File: src/utf16_to_utf8_transcoder_defines.svh
// assertion helpers shared by the transcoder modules
`ifndef UTF16_TO_UTF8_TRANSCODER_DEFINES_SVH
`define UTF16_TO_UTF8_TRANSCODER_DEFINES_SVH

// same-cycle implication, checked out of reset
`define U16U8_ASSERT_NOW(label, ante, cons) \
    label: assert property (@(posedge i_clk) disable iff (!i_rst_n) (ante) |-> (cons)) \
        else $error("transcoder check failed");

// next-cycle implication, checked out of reset
`define U16U8_ASSERT_NEXT(label, ante, cons) \
    label: assert property (@(posedge i_clk) disable iff (!i_rst_n) (ante) |=> (cons)) \
        else $error("transcoder check failed");

`endif

File: src/u16u8_pkg.sv
`timescale 1ns / 1ps
package u16u8_pkg;

    localparam int CP_W    = 21;
    localparam int Q_DEPTH = 2;
    localparam int Q_AW    = (Q_DEPTH > 1) ? $clog2(Q_DEPTH) : 1;
    localparam int Q_CW    = $clog2(Q_DEPTH + 1);

    typedef logic [CP_W-1:0] t_cp;
    // byte count minus one
    typedef logic [1:0]      t_nb;

    typedef struct packed {
        logic full;
        logic empty;
    } t_q_stat;

    localparam logic [5:0]      HIGH_SURR_TAG = 6'b110110;
    localparam logic [5:0]      LOW_SURR_TAG  = 6'b110111;
    localparam logic [CP_W-1:0] SUPP_BASE     = 21'h10000;
    localparam logic [CP_W-1:0] MAX_ONE       = 21'h7f;
    localparam logic [CP_W-1:0] MAX_TWO       = 21'h7ff;
    localparam logic [CP_W-1:0] MAX_THREE     = 21'hffff;
    localparam logic [7:0]      LEAD_TWO      = 8'hc0;
    localparam logic [7:0]      LEAD_THREE    = 8'he0;
    localparam logic [7:0]      LEAD_FOUR     = 8'hf0;
    localparam logic [7:0]      CONT_MARK     = 8'h80;

    localparam t_nb NB_ONE   = 2'd0;
    localparam t_nb NB_TWO   = 2'd1;
    localparam t_nb NB_THREE = 2'd2;
    localparam t_nb NB_FOUR  = 2'd3;

    function automatic t_nb byte_count(input t_cp cp);
        t_nb nb;
        if (cp <= MAX_ONE) begin
            nb = NB_ONE;
        end else if (cp <= MAX_TWO) begin
            nb = NB_TWO;
        end else if (cp <= MAX_THREE) begin
            nb = NB_THREE;
        end else begin
            nb = NB_FOUR;
        end
        return nb;
    endfunction

    // byte idx of a code point encoded in nb+1 bytes
    function automatic logic [7:0] enc_byte(input t_cp cp, input t_nb nb, input logic [1:0] idx);
        logic [7:0] b;
        logic [1:0] pos;
        pos = nb - idx;
        if (nb == NB_ONE) begin
            b = {1'b0, cp[6:0]};
        end else if (idx == 2'd0) begin
            case (nb)
                NB_TWO:   b = LEAD_TWO   | {3'b000, cp[10:6]};
                NB_THREE: b = LEAD_THREE | {4'b0000, cp[15:12]};
                default:  b = LEAD_FOUR  | {5'b00000, cp[20:18]};
            endcase
        end else begin
            case (pos)
                2'd0:    b = CONT_MARK | {2'b00, cp[5:0]};
                2'd1:    b = CONT_MARK | {2'b00, cp[11:6]};
                default: b = CONT_MARK | {2'b00, cp[17:12]};
            endcase
        end
        return b;
    endfunction

endpackage

File: src/u16u8_front.sv
`timescale 1ns / 1ps
module u16u8_front
    import u16u8_pkg::*;
(
    input  logic        i_clk,
    input  logic        i_rst_n,
    input  logic        i_valid,
    input  logic [15:0] i_code_unit,
    input  logic        i_string_end,
    input  t_q_stat     i_q_stat,
    output logic        o_stall,
    output logic        o_push,
    output t_cp         o_push_cp
);

    t_cp  r_pending;
    t_cp  n_pending;
    logic accept;
    logic is_high;
    logic is_low;
    t_cp  high_val;

    assign o_stall  = i_q_stat.full;
    assign accept   = i_valid && !i_q_stat.full;
    assign is_high  = (i_code_unit[15:10] == HIGH_SURR_TAG);
    assign is_low   = (i_code_unit[15:10] == LOW_SURR_TAG);
    assign high_val = (CP_W'(i_code_unit[9:0]) << 10) + SUPP_BASE;

    always_comb begin
        o_push_cp = is_low ? (r_pending | CP_W'(i_code_unit[9:0])) : CP_W'(i_code_unit);
        o_push    = accept && !is_high;
        n_pending = r_pending;
        if (accept) begin
            // completed point or end of string clears the pending value
            n_pending = (is_high && !i_string_end) ? high_val : '0;
        end
    end

    always_ff @(posedge i_clk) begin
        if (!i_rst_n) begin
            r_pending <= '0;
        end else begin
            r_pending <= n_pending;
        end
    end

endmodule

File: src/u16u8_queue.sv
`timescale 1ns / 1ps
`include "utf16_to_utf8_transcoder_defines.svh"
module u16u8_queue
    import u16u8_pkg::*;
(
    input  logic    i_clk,
    input  logic    i_rst_n,
    input  logic    i_push,
    input  t_cp     i_push_cp,
    input  logic    i_pop,
    output t_cp     o_head_cp,
    output t_q_stat o_q_stat
);

    t_cp             r_mem [Q_DEPTH];
    logic [Q_AW-1:0] r_wr;
    logic [Q_AW-1:0] r_rd;
    logic [Q_CW-1:0] r_count;

    function automatic logic [Q_AW-1:0] ptr_inc(input logic [Q_AW-1:0] p);
        return (p == Q_AW'(Q_DEPTH - 1)) ? '0 : p + 1'b1;
    endfunction

    assign o_head_cp      = r_mem[r_rd];
    assign o_q_stat.full  = (r_count == Q_CW'(Q_DEPTH));
    assign o_q_stat.empty = (r_count == '0);

    always_ff @(posedge i_clk) begin
        if (i_push) begin
            r_mem[r_wr] <= i_push_cp;
        end
    end

    always_ff @(posedge i_clk) begin
        if (!i_rst_n) begin
            r_wr    <= '0;
            r_rd    <= '0;
            r_count <= '0;
        end else begin
            if (i_push) begin
                r_wr <= ptr_inc(r_wr);
            end
            if (i_pop) begin
                r_rd <= ptr_inc(r_rd);
            end
            if (i_push && !i_pop) begin
                r_count <= r_count + 1'b1;
            end else if (i_pop && !i_push) begin
                r_count <= r_count - 1'b1;
            end
        end
    end

    `U16U8_ASSERT_NOW(a_no_push_full, o_q_stat.full, !i_push)
    `U16U8_ASSERT_NOW(a_no_pop_empty, o_q_stat.empty, !i_pop)
    `U16U8_ASSERT_NEXT(a_count_grows, i_push && !i_pop, r_count == $past(r_count) + 1'b1)

endmodule

File: src/u16u8_back.sv
`timescale 1ns / 1ps
`include "utf16_to_utf8_transcoder_defines.svh"
module u16u8_back
    import u16u8_pkg::*;
(
    input  logic       i_clk,
    input  logic       i_rst_n,
    input  t_q_stat    i_q_stat,
    input  t_cp        i_head_cp,
    input  logic       i_stall,
    output logic       o_pop,
    output logic       o_valid,
    output logic [7:0] o_out_byte,
    output logic       o_last_of_run
);

    t_cp        r_cp;
    t_nb        r_nb;
    logic [1:0] r_idx;
    logic       r_busy;
    logic       r_valid;
    logic [7:0] r_byte;
    logic       r_last;

    t_cp        n_cp;
    t_nb        n_nb;
    logic [1:0] n_idx;
    logic       n_busy;
    logic       n_valid;
    logic [7:0] n_byte;
    logic       n_last;

    logic       out_free;
    t_nb        head_nb;

    assign out_free      = !r_valid || !i_stall;
    assign head_nb       = byte_count(i_head_cp);
    assign o_valid       = r_valid;
    assign o_out_byte    = r_byte;
    assign o_last_of_run = r_last;

    always_comb begin
        n_cp    = r_cp;
        n_nb    = r_nb;
        n_idx   = r_idx;
        n_busy  = r_busy;
        n_valid = r_valid;
        n_byte  = r_byte;
        n_last  = r_last;
        o_pop   = 1'b0;
        if (out_free) begin
            if (r_busy) begin
                // continue the point in flight
                n_byte  = enc_byte(r_cp, r_nb, r_idx);
                n_last  = (r_idx == r_nb);
                n_valid = 1'b1;
                n_idx   = r_idx + 1'b1;
                n_busy  = (r_idx != r_nb);
            end else if (!i_q_stat.empty) begin
                // lead byte straight from the queue head
                o_pop   = 1'b1;
                n_cp    = i_head_cp;
                n_nb    = head_nb;
                n_byte  = enc_byte(i_head_cp, head_nb, 2'd0);
                n_last  = (head_nb == NB_ONE);
                n_valid = 1'b1;
                n_idx   = 2'd1;
                n_busy  = (head_nb != NB_ONE);
            end else begin
                n_valid = 1'b0;
            end
        end
    end

    always_ff @(posedge i_clk) begin
        r_cp   <= n_cp;
        r_nb   <= n_nb;
        r_idx  <= n_idx;
        r_byte <= n_byte;
        r_last <= n_last;
    end

    always_ff @(posedge i_clk) begin
        if (!i_rst_n) begin
            r_busy  <= 1'b0;
            r_valid <= 1'b0;
        end else begin
            r_busy  <= n_busy;
            r_valid <= n_valid;
        end
    end

    `U16U8_ASSERT_NOW(a_idx_in_range, r_busy, (r_idx != 2'd0) && (r_idx <= r_nb))
    `U16U8_ASSERT_NOW(a_pop_only_idle, o_pop, !r_busy && out_free)

endmodule

File: src/utf16_to_utf8_transcoder.sv
`timescale 1ns / 1ps
// utf-16 to utf-8 transcoder
// input channel: i_valid / o_stall with i_code_unit and i_string_end, one
//   utf-16 code unit per item; i_string_end marks the last unit of a string
// output channel: o_valid / i_stall with o_out_byte and o_last_of_run, one
//   utf-8 byte per item, lead byte first, last_of_run on the final byte
// a high surrogate is held as a pending code point and gives no bytes; a low
//   surrogate that follows completes it; non-surrogate units are encoded alone
// the lead byte of an accepted unit passes through the queue and then the output register before it is shown
// each unit gives 1 to 4 output bytes, the number of utf-8 bytes it completes
//   (a high surrogate gives none); the output register moves one byte a cycle
//   while i_stall is low and sets the rate
// a two-entry queue of code points sits between the front classifier and the
//   byte serializer, so the input keeps flowing while bytes wait to be taken
// when the receiver stalls, the output byte holds; the queue fills and then
//   o_stall rises until room frees up
// reset (synchronous, active low) clears the pending code point, empties the
//   queue and drops o_valid
module utf16_to_utf8_transcoder
    import u16u8_pkg::*;
(
    input  logic        i_clk,
    input  logic        i_rst_n,
    input  logic        i_valid,
    output logic        o_stall,
    input  logic [15:0] i_code_unit,
    input  logic        i_string_end,
    output logic        o_valid,
    input  logic        i_stall,
    output logic [7:0]  o_out_byte,
    output logic        o_last_of_run
);

    // queue fill status toward both sides
    t_q_stat q_stat;
    // completed code points from the front
    logic    push;
    t_cp     push_cp;
    // head of the queue into the serializer
    logic    pop;
    t_cp     head_cp;

    u16u8_front u_front (
        .i_clk        (i_clk),
        .i_rst_n      (i_rst_n),
        .i_valid      (i_valid),
        .i_code_unit  (i_code_unit),
        .i_string_end (i_string_end),
        .i_q_stat     (q_stat),
        .o_stall      (o_stall),
        .o_push       (push),
        .o_push_cp    (push_cp)
    );

    u16u8_queue u_queue (
        .i_clk     (i_clk),
        .i_rst_n   (i_rst_n),
        .i_push    (push),
        .i_push_cp (push_cp),
        .i_pop     (pop),
        .o_head_cp (head_cp),
        .o_q_stat  (q_stat)
    );

    u16u8_back u_back (
        .i_clk         (i_clk),
        .i_rst_n       (i_rst_n),
        .i_q_stat      (q_stat),
        .i_head_cp     (head_cp),
        .i_stall       (i_stall),
        .o_pop         (pop),
        .o_valid       (o_valid),
        .o_out_byte    (o_out_byte),
        .o_last_of_run (o_last_of_run)
    );

endmodule
File: config.mk
export PLATFORM = sky130hd
export DESIGN_NAME = utf16_to_utf8_transcoder
export DESIGN_NICKNAME = d
export VERILOG_FILES = /design/src/u16u8_pkg.sv /design/src/u16u8_front.sv /design/src/u16u8_queue.sv /design/src/u16u8_back.sv /design/src/utf16_to_utf8_transcoder.sv
export VERILOG_INCLUDE_DIRS = /design/src /design/src/src
export SDC_FILE = /design/constraint.sdc
export NUM_CORES = 1
export LEC_CHECK = 0
export BUFFER_PORTS_ARGS = -buffer_cell sky130_fd_sc_hd__buf_2
export CORE_MARGIN = 4
export CORE_UTILIZATION = 40
export CTS_BUF_LIST = sky130_fd_sc_hd__clkbuf_8
export DETAILED_ROUTE_END_ITERATION = 10
export GPL_ROUTABILITY_DRIVEN = 0
export SYNTH_ARGS = -nofsm -noshare
export SYNTH_HDL_FRONTEND = slang
export SYNTH_HIERARCHICAL = 1
export SYNTH_SLANG_ARGS = --single-unit
export TNS_END_PERCENT = 100
File: constraint.sdc
create_clock -name i_clk -period 5.01 [get_ports i_clk]
set_input_delay 0.2505 -clock i_clk [delete_from_list [all_inputs] [get_ports i_clk]]
set_output_delay 0.2505 -clock i_clk [all_outputs]
set_load 0.005 [all_outputs]
# Word level (Yosys, flattened, before mapping)
# Memories as Yosys holds them, arrays and structs flattened. A register that Yosys moved wholly into a read port is not among the register bits.
# Cells that the tools add are included.
# W data, S select, Z words.
[totals]
register_bits = 61
ramBits = 42
input_bits = 21
elab_cells = 89
memories = 1
[op_classes]
addsub = 7
magnitude_cmp = 3
eq_ne = 11
muxes = 31
n_bitwise = 3
n_reduce_logical = 22
[mem_list]
columns = ["name", "words", "width", "rd", "rd_ports_with_merged_regs", "write_ports", "line_no", "source"]
rows = [
  ["u_queue.r_mem", 2, 21, 1, 1, 1, "u16u8_queue.sv:15", "t_cp r_mem [Q_DEPTH];"],
]
[op_table]
columns = ["cell", "n"]
rows = [
  ["$mux W21", 2],
  ["$mux W8", 5],
  ["$pmux W6 S2", 3],
  ["$add A20 B17 Y21 const B", 1],
  ["$le A21 B11 Y1 const B", 1],
  ["$le A21 B16 Y1 const B", 1],
  ["$le A21 B7 Y1 const B", 1],
  ["$or A21 B10 Y21", 1],
  ["$mux W1", 15],
  ["$eq A6 B6 Y1 const B", 2],
  ["$mux W2", 6],
  ["$logic_not A2 Y1", 5],
  ["$logic_not A1 Y1", 7],
  ["$eq A2 B1 Y1 const B", 3],
  ["$eq A2 B2 Y1 const B", 3],
  ["$logic_and A1 B1 Y1", 5],
  ["$add A2 B1 Y2 const B", 2],
  ["$reduce_bool A2 Y1", 2],
  ["$reduce_and A3 Y1", 1],
  ["$add A1 B1 Y1 const B", 2],
  ["$eq A2 B2 Y1", 1],
  ["$ne A2 B2 Y1", 1],
  ["$ne A2 B2 Y1 const B", 1],
  ["$not A1 Y1", 2],
  ["other kinds (4)", 4],
]

# Depth between registers and ports, before layout
[depth]
ltp_word = 9
ltp_mapped = 11
ltp_nobuf = 10

# Cells and area by module
# The synthesis kept the hierarchy.
[modules_own_cells]
columns = ["mod", "n_inst", "cells_each", "area_per_inst_um2", "seq_area_each_um2"]
rows = [
  ["u16u8_back", 1, 160, 1870.5, 1061.0],
  ["u16u8_queue", 1, 87, 1726.7, 1361.3],
  ["u16u8_front", 1, 86, 754.5, 220.2],
]

# Least setup slack after synthesis
# OpenSTA, ideal clock, no wires.
[synth_timing]
path_kind = "reg2reg"
from = "register u_back.r_busy"
to = "register u_queue.r_count[1]"
setup_time_ps = 70
arrival_time_ps = 3385
required_ps = 4940
setup_slack_ps = 1555
stages_incl_launch_ff = 7
path_cell_list = "dfxtp_1 > clkbuf_1 > a211oi_1 > inv_1 > ha_1 > or3_1 > a21boi_1"
[synth_via]
elab_chain_cells = 5
word_cells_on_any_way = 7
classes_between = "mux (3); reduce/logical (4)"
[synth_lines]
columns = ["item", "line_no", "source"]
rows = [
  ["start, declared", "u16u8_back.sv:20", "logic r_busy;"],
  ["start signal, assigned", "u16u8_back.sv:88", "r_busy <= n_busy;"],
  ["$mux W1 (*)", "u16u8_back.sv:52", "if (r_busy) begin"],
  ["$mux W1 (*)", "u16u8_back.sv:51", "if (out_free) begin"],
  ["net pop", "utf16_to_utf8_transcoder.sv:40", "logic pop;"],
  ["$logic_not A1 Y1", "u16u8_queue.sv:46", "if (i_push && !i_pop) begin"],
  ["$logic_and A1 B1 Y1", "u16u8_queue.sv:46", ""],
  ["$mux W2 / $reduce_bool A2 Y1 (equally long branches)", "n/a", ""],
  ["end signal, assigned", "u16u8_queue.sv:47", "r_count <= r_count + 1'b1;"],
  ["end signal, assigned", "u16u8_queue.sv:49", "r_count <= r_count - 1'b1;"],
  ["end, declared", "u16u8_queue.sv:18", "logic [Q_CW-1:0] r_count;"],
]
# The timed path passes the listed nets; every way through them passes the cells marked *.
# A chain may end at the register's enable or synchronous reset.

==> results.md <==
* H-tree Lvls at 3
* Worst-path fanout max at 13
* Post-CTS Repair Setup Buffers at 0
* Clk pin slew, worst setup/hold paths at ~0.090 ns
* TritonCTS clock tree: built
* Hold crit path type: input port to flop
* Multi-input logic area at approximately 1500 um2
* Lkg Pwr at ~0.0017 uW
* Max Cap Viol at 0
* F_max at 292.3 MHz
* Synth warn at 6
* Sink Count at 94
* Initial antenna violation count at 0
* Num rows at 37
* Total length of routed wires at 8529 um
* PwrDens at 516.9 nW/um2
* First-pass GRT wire length at between 10000 and 15000 um
* # DRC at 0
* Area Growth Syn to Fin at 8.482%
* Worst EP arrival at 3.63 ns
* Total track usage at between 10% and 20%
* Ports at 32
* Status: finished clean
* Cts hold-fix bufs at 0
* Via density per instance at ~5.3
* WHS at between 0.09 and 0.1 ns
* Post-synthesis async set-or-reset flop share at 0%
* CTS root buffer: clkbuf_8
* Remaining global-route overflow at 0
* Top FF cell, synth: edfxtp_1
* CP Class: flop to flop
* Die width at 112.3 um
* Clock skew at about 0.011 ns
* Final number of setup-violating endpoints at 0
* Filler cells at 992
* Die ar. at 12610 um2
* PostCTS Resize Cnt at 0
* Max Slew Vio Count at 0
* Share of layout cells above drive strength 1 at roughly 22%
* CP Cell Sequence: buf_4 > mux2_2 > or4_1 > nor2_1 > and2_1 > ha_1 > inv_1 > a21oi_1 > o22ai_1 > a31oi_1
* Later-pin clock latency in the skew report at 0.36 ns
* Setup crit end kind: flop
* Total CTS buffers at 9
* Detailed Routing Iterations Pass 1 at 5
* Mapped Cells at 333
* Area of placed instances at about 4500 um2
* Post-synthesis average cell area at 13.07 um2
* Final #Nets at 385
* Number of enable flip-flop cells after synthesis at 76
* Placed wire-length estimate at 6202 um
* Slowest cell on crit path: dfxtp_1
* Unrepaired setup endpoints after global routing: false
* Core footprint at 10460 um2
* Min Tclk post-route at 3.421 ns
* Fin crit share at 68.29%
* Reg area at ~2600 um2
* Final Hold Fails at 0
* Vias in the first global route at approximately 2600
* Largest net degree at the start of global routing at 26
* Vias at 2602
* Worst Path Required at about 5.2 ns
* Distinct cells, synth at 54
* Worst path bufs/invs at 2
* Seq/Total Area, Yosys at 60.72%
* CP peak stage delay at 0.65 ns
* Syn Nets at 365
* Syn Std Cell Area at 4352 um2
* Synth Register Bits at 94
* Util after Layout at 45.12%
* I/O Buffers at 31
* CP Launch Type: flop
* Worst Max-Slew Pin Slew at 1.193 ns
* Max VDD drop at 0.0001911 V
* Design Area, Final at 4721 um2
* Top delay family on crit path: simple AND/OR/NAND/NOR gates
* Wire length per cell at 17.27 um
* Fin Setup TNS at 0 ns
* Antenna viol nets, final at 0
* Slew HR at 20.49%
* Iter 0 DRT Violations at 97
* Initial core utilization at around two fifths
* Clk buf depth at 2
* Ant. Diodes at 0
* Chip Height at ~110 um
-- metrics by stage --
| stage | instances | total power (uW) | setup WS [ns] |
|---|---|---|---|
| finish | 494 | 2440 | 1.589 |
| global placement | 478 | 1949 | 1.732 |
| global route | 494 | 2592 | 1.344 |
| detailed placement | 478 | 1962 | 1.639 |
| floorplan | 333 | 1738 | 1.555 |
| CTS | 494 | 2461 | 1.614 |
-- registers in the layout (all words and copies together), names as in the netlist, named ones only --
name,cells
u_back/o_last_of_run,1
u_back/o_out_byte,8
u_back/o_valid,1
u_back/r_busy,1
u_back/r_cp,21
u_back/r_idx,2
u_back/r_nb,2
u_front/r_pending,11
u_queue/r_count,2
u_queue/r_mem,42
u_queue/r_rd,1
u_queue/r_wr,1
-- cells in the mapped netlist, drive strengths merged (9+ instances only) --
cell / number / area share [%]
a21boi: 12 / 2.1
ha: 11 / 3.2
o21a: 9 / 1.6
and2: 12 / 1.8
edfxtp: 76 / 52
nand4: 10 / 1.4
o21ai: 11 / 1.3
buf: 18 / 3.5
nand2: 27 / 2.3
inv: 10 / 0.86
dfxtp: 18 / 8.3
a21oi: 10 / 1.2
mux2: 21 / 5.4
-- where the power goes --
part           internal, uW  total, uW  switching (uW)  leakage, uW
Clock                   233        496             263     0.000105
Combinational           311        726             415     0.000693
Sequential             1100       1220             115     0.000852
-- placed cells by master (no fill, tap or decap), types with 4 or more instances in the layout --
master    instances
edfxtp_1         76
buf_2            31
nand2_1          27
mux2_2           21
dfxtp_1          18
ha_1             11
inv_1            10
a21oi_1          10
o21ai_0          10
nand4_1          10
a21boi_1         10
clkbuf_8          9
o21a_1            9
nor2_1            8
and2_1            8
a22oi_1           8
mux2i_1           7
nor2b_1           7
o22ai_1           5
nand3_1           5
a211oi_1          4
and2_2            4
xor2_1            4
-- worst reg2reg max path: stages, from the launching register on --
cell and delay, ns:
dfxtp_1 0.65, buf_4 0.29, mux2_2 0.37, or4_1 0.52
nor2_1 0.14, and2_1 0.21, ha_1 0.46, inv_1 0.17
a21oi_1 0.17, o22ai_1 0.11, a31oi_1 0.19
-- cell families (layout without fill, tap and decap cells) --
family,after synthesis,count (layout),share of synthesized area [%]
muxes,28,28,7.044
adders and majority gates,11,11,3.163
and+or+nand+nor,85,85,10.67
xor gates and xnor gates,7,7,1.725
buffers and inverters,35,60,5.204
AOI/OAI and AO/OA,73,73,11.47
DFF,94,94,60.72
-- final cells by class --
cell class / count / share of cell area (%)
flip-flops and latches: 94 / 55.98
multi-input cells: 204 / 31.67
repair buffers: 34 / 3.764
well taps: 136 / 3.605
clock buffers: 9 / 2.624
clock inverters: 7 / 1.564
inverters: 10 / 0.7951
-- routing by layer --
metal | global-route usage, % | vias up | routed length, um
li1 | - | 1273 | -
met1 | 19.40 | 1231 | 4036
met2 | 21.89 | 89 | 3913
met3 | 3.127 | 9 | 445
met4 | 4.888 | 0 | 133
met5 | 0 | - | 0
-- final timing paths --
check	start	to	slack [ns]	depth (start not counted)
worst max-delay path	flop	u_back/o_out_byte[5]$_DFFE_PP_	1.59	10
worst min register to register	u_front/r_pending[18]$_SDFFE_PN0P_	u_front/r_pending[18]$_SDFFE_PN0P_	0.45	2
worst min-delay path	i_code_unit[2]	u_queue/r_mem[0][2]$_DFFE_PP_	0.09	1
worst max register to register	flop	u_back/o_out_byte[5]$_DFFE_PP_	1.59	10
Note: power is estimated with default switching activity, not from simulation.
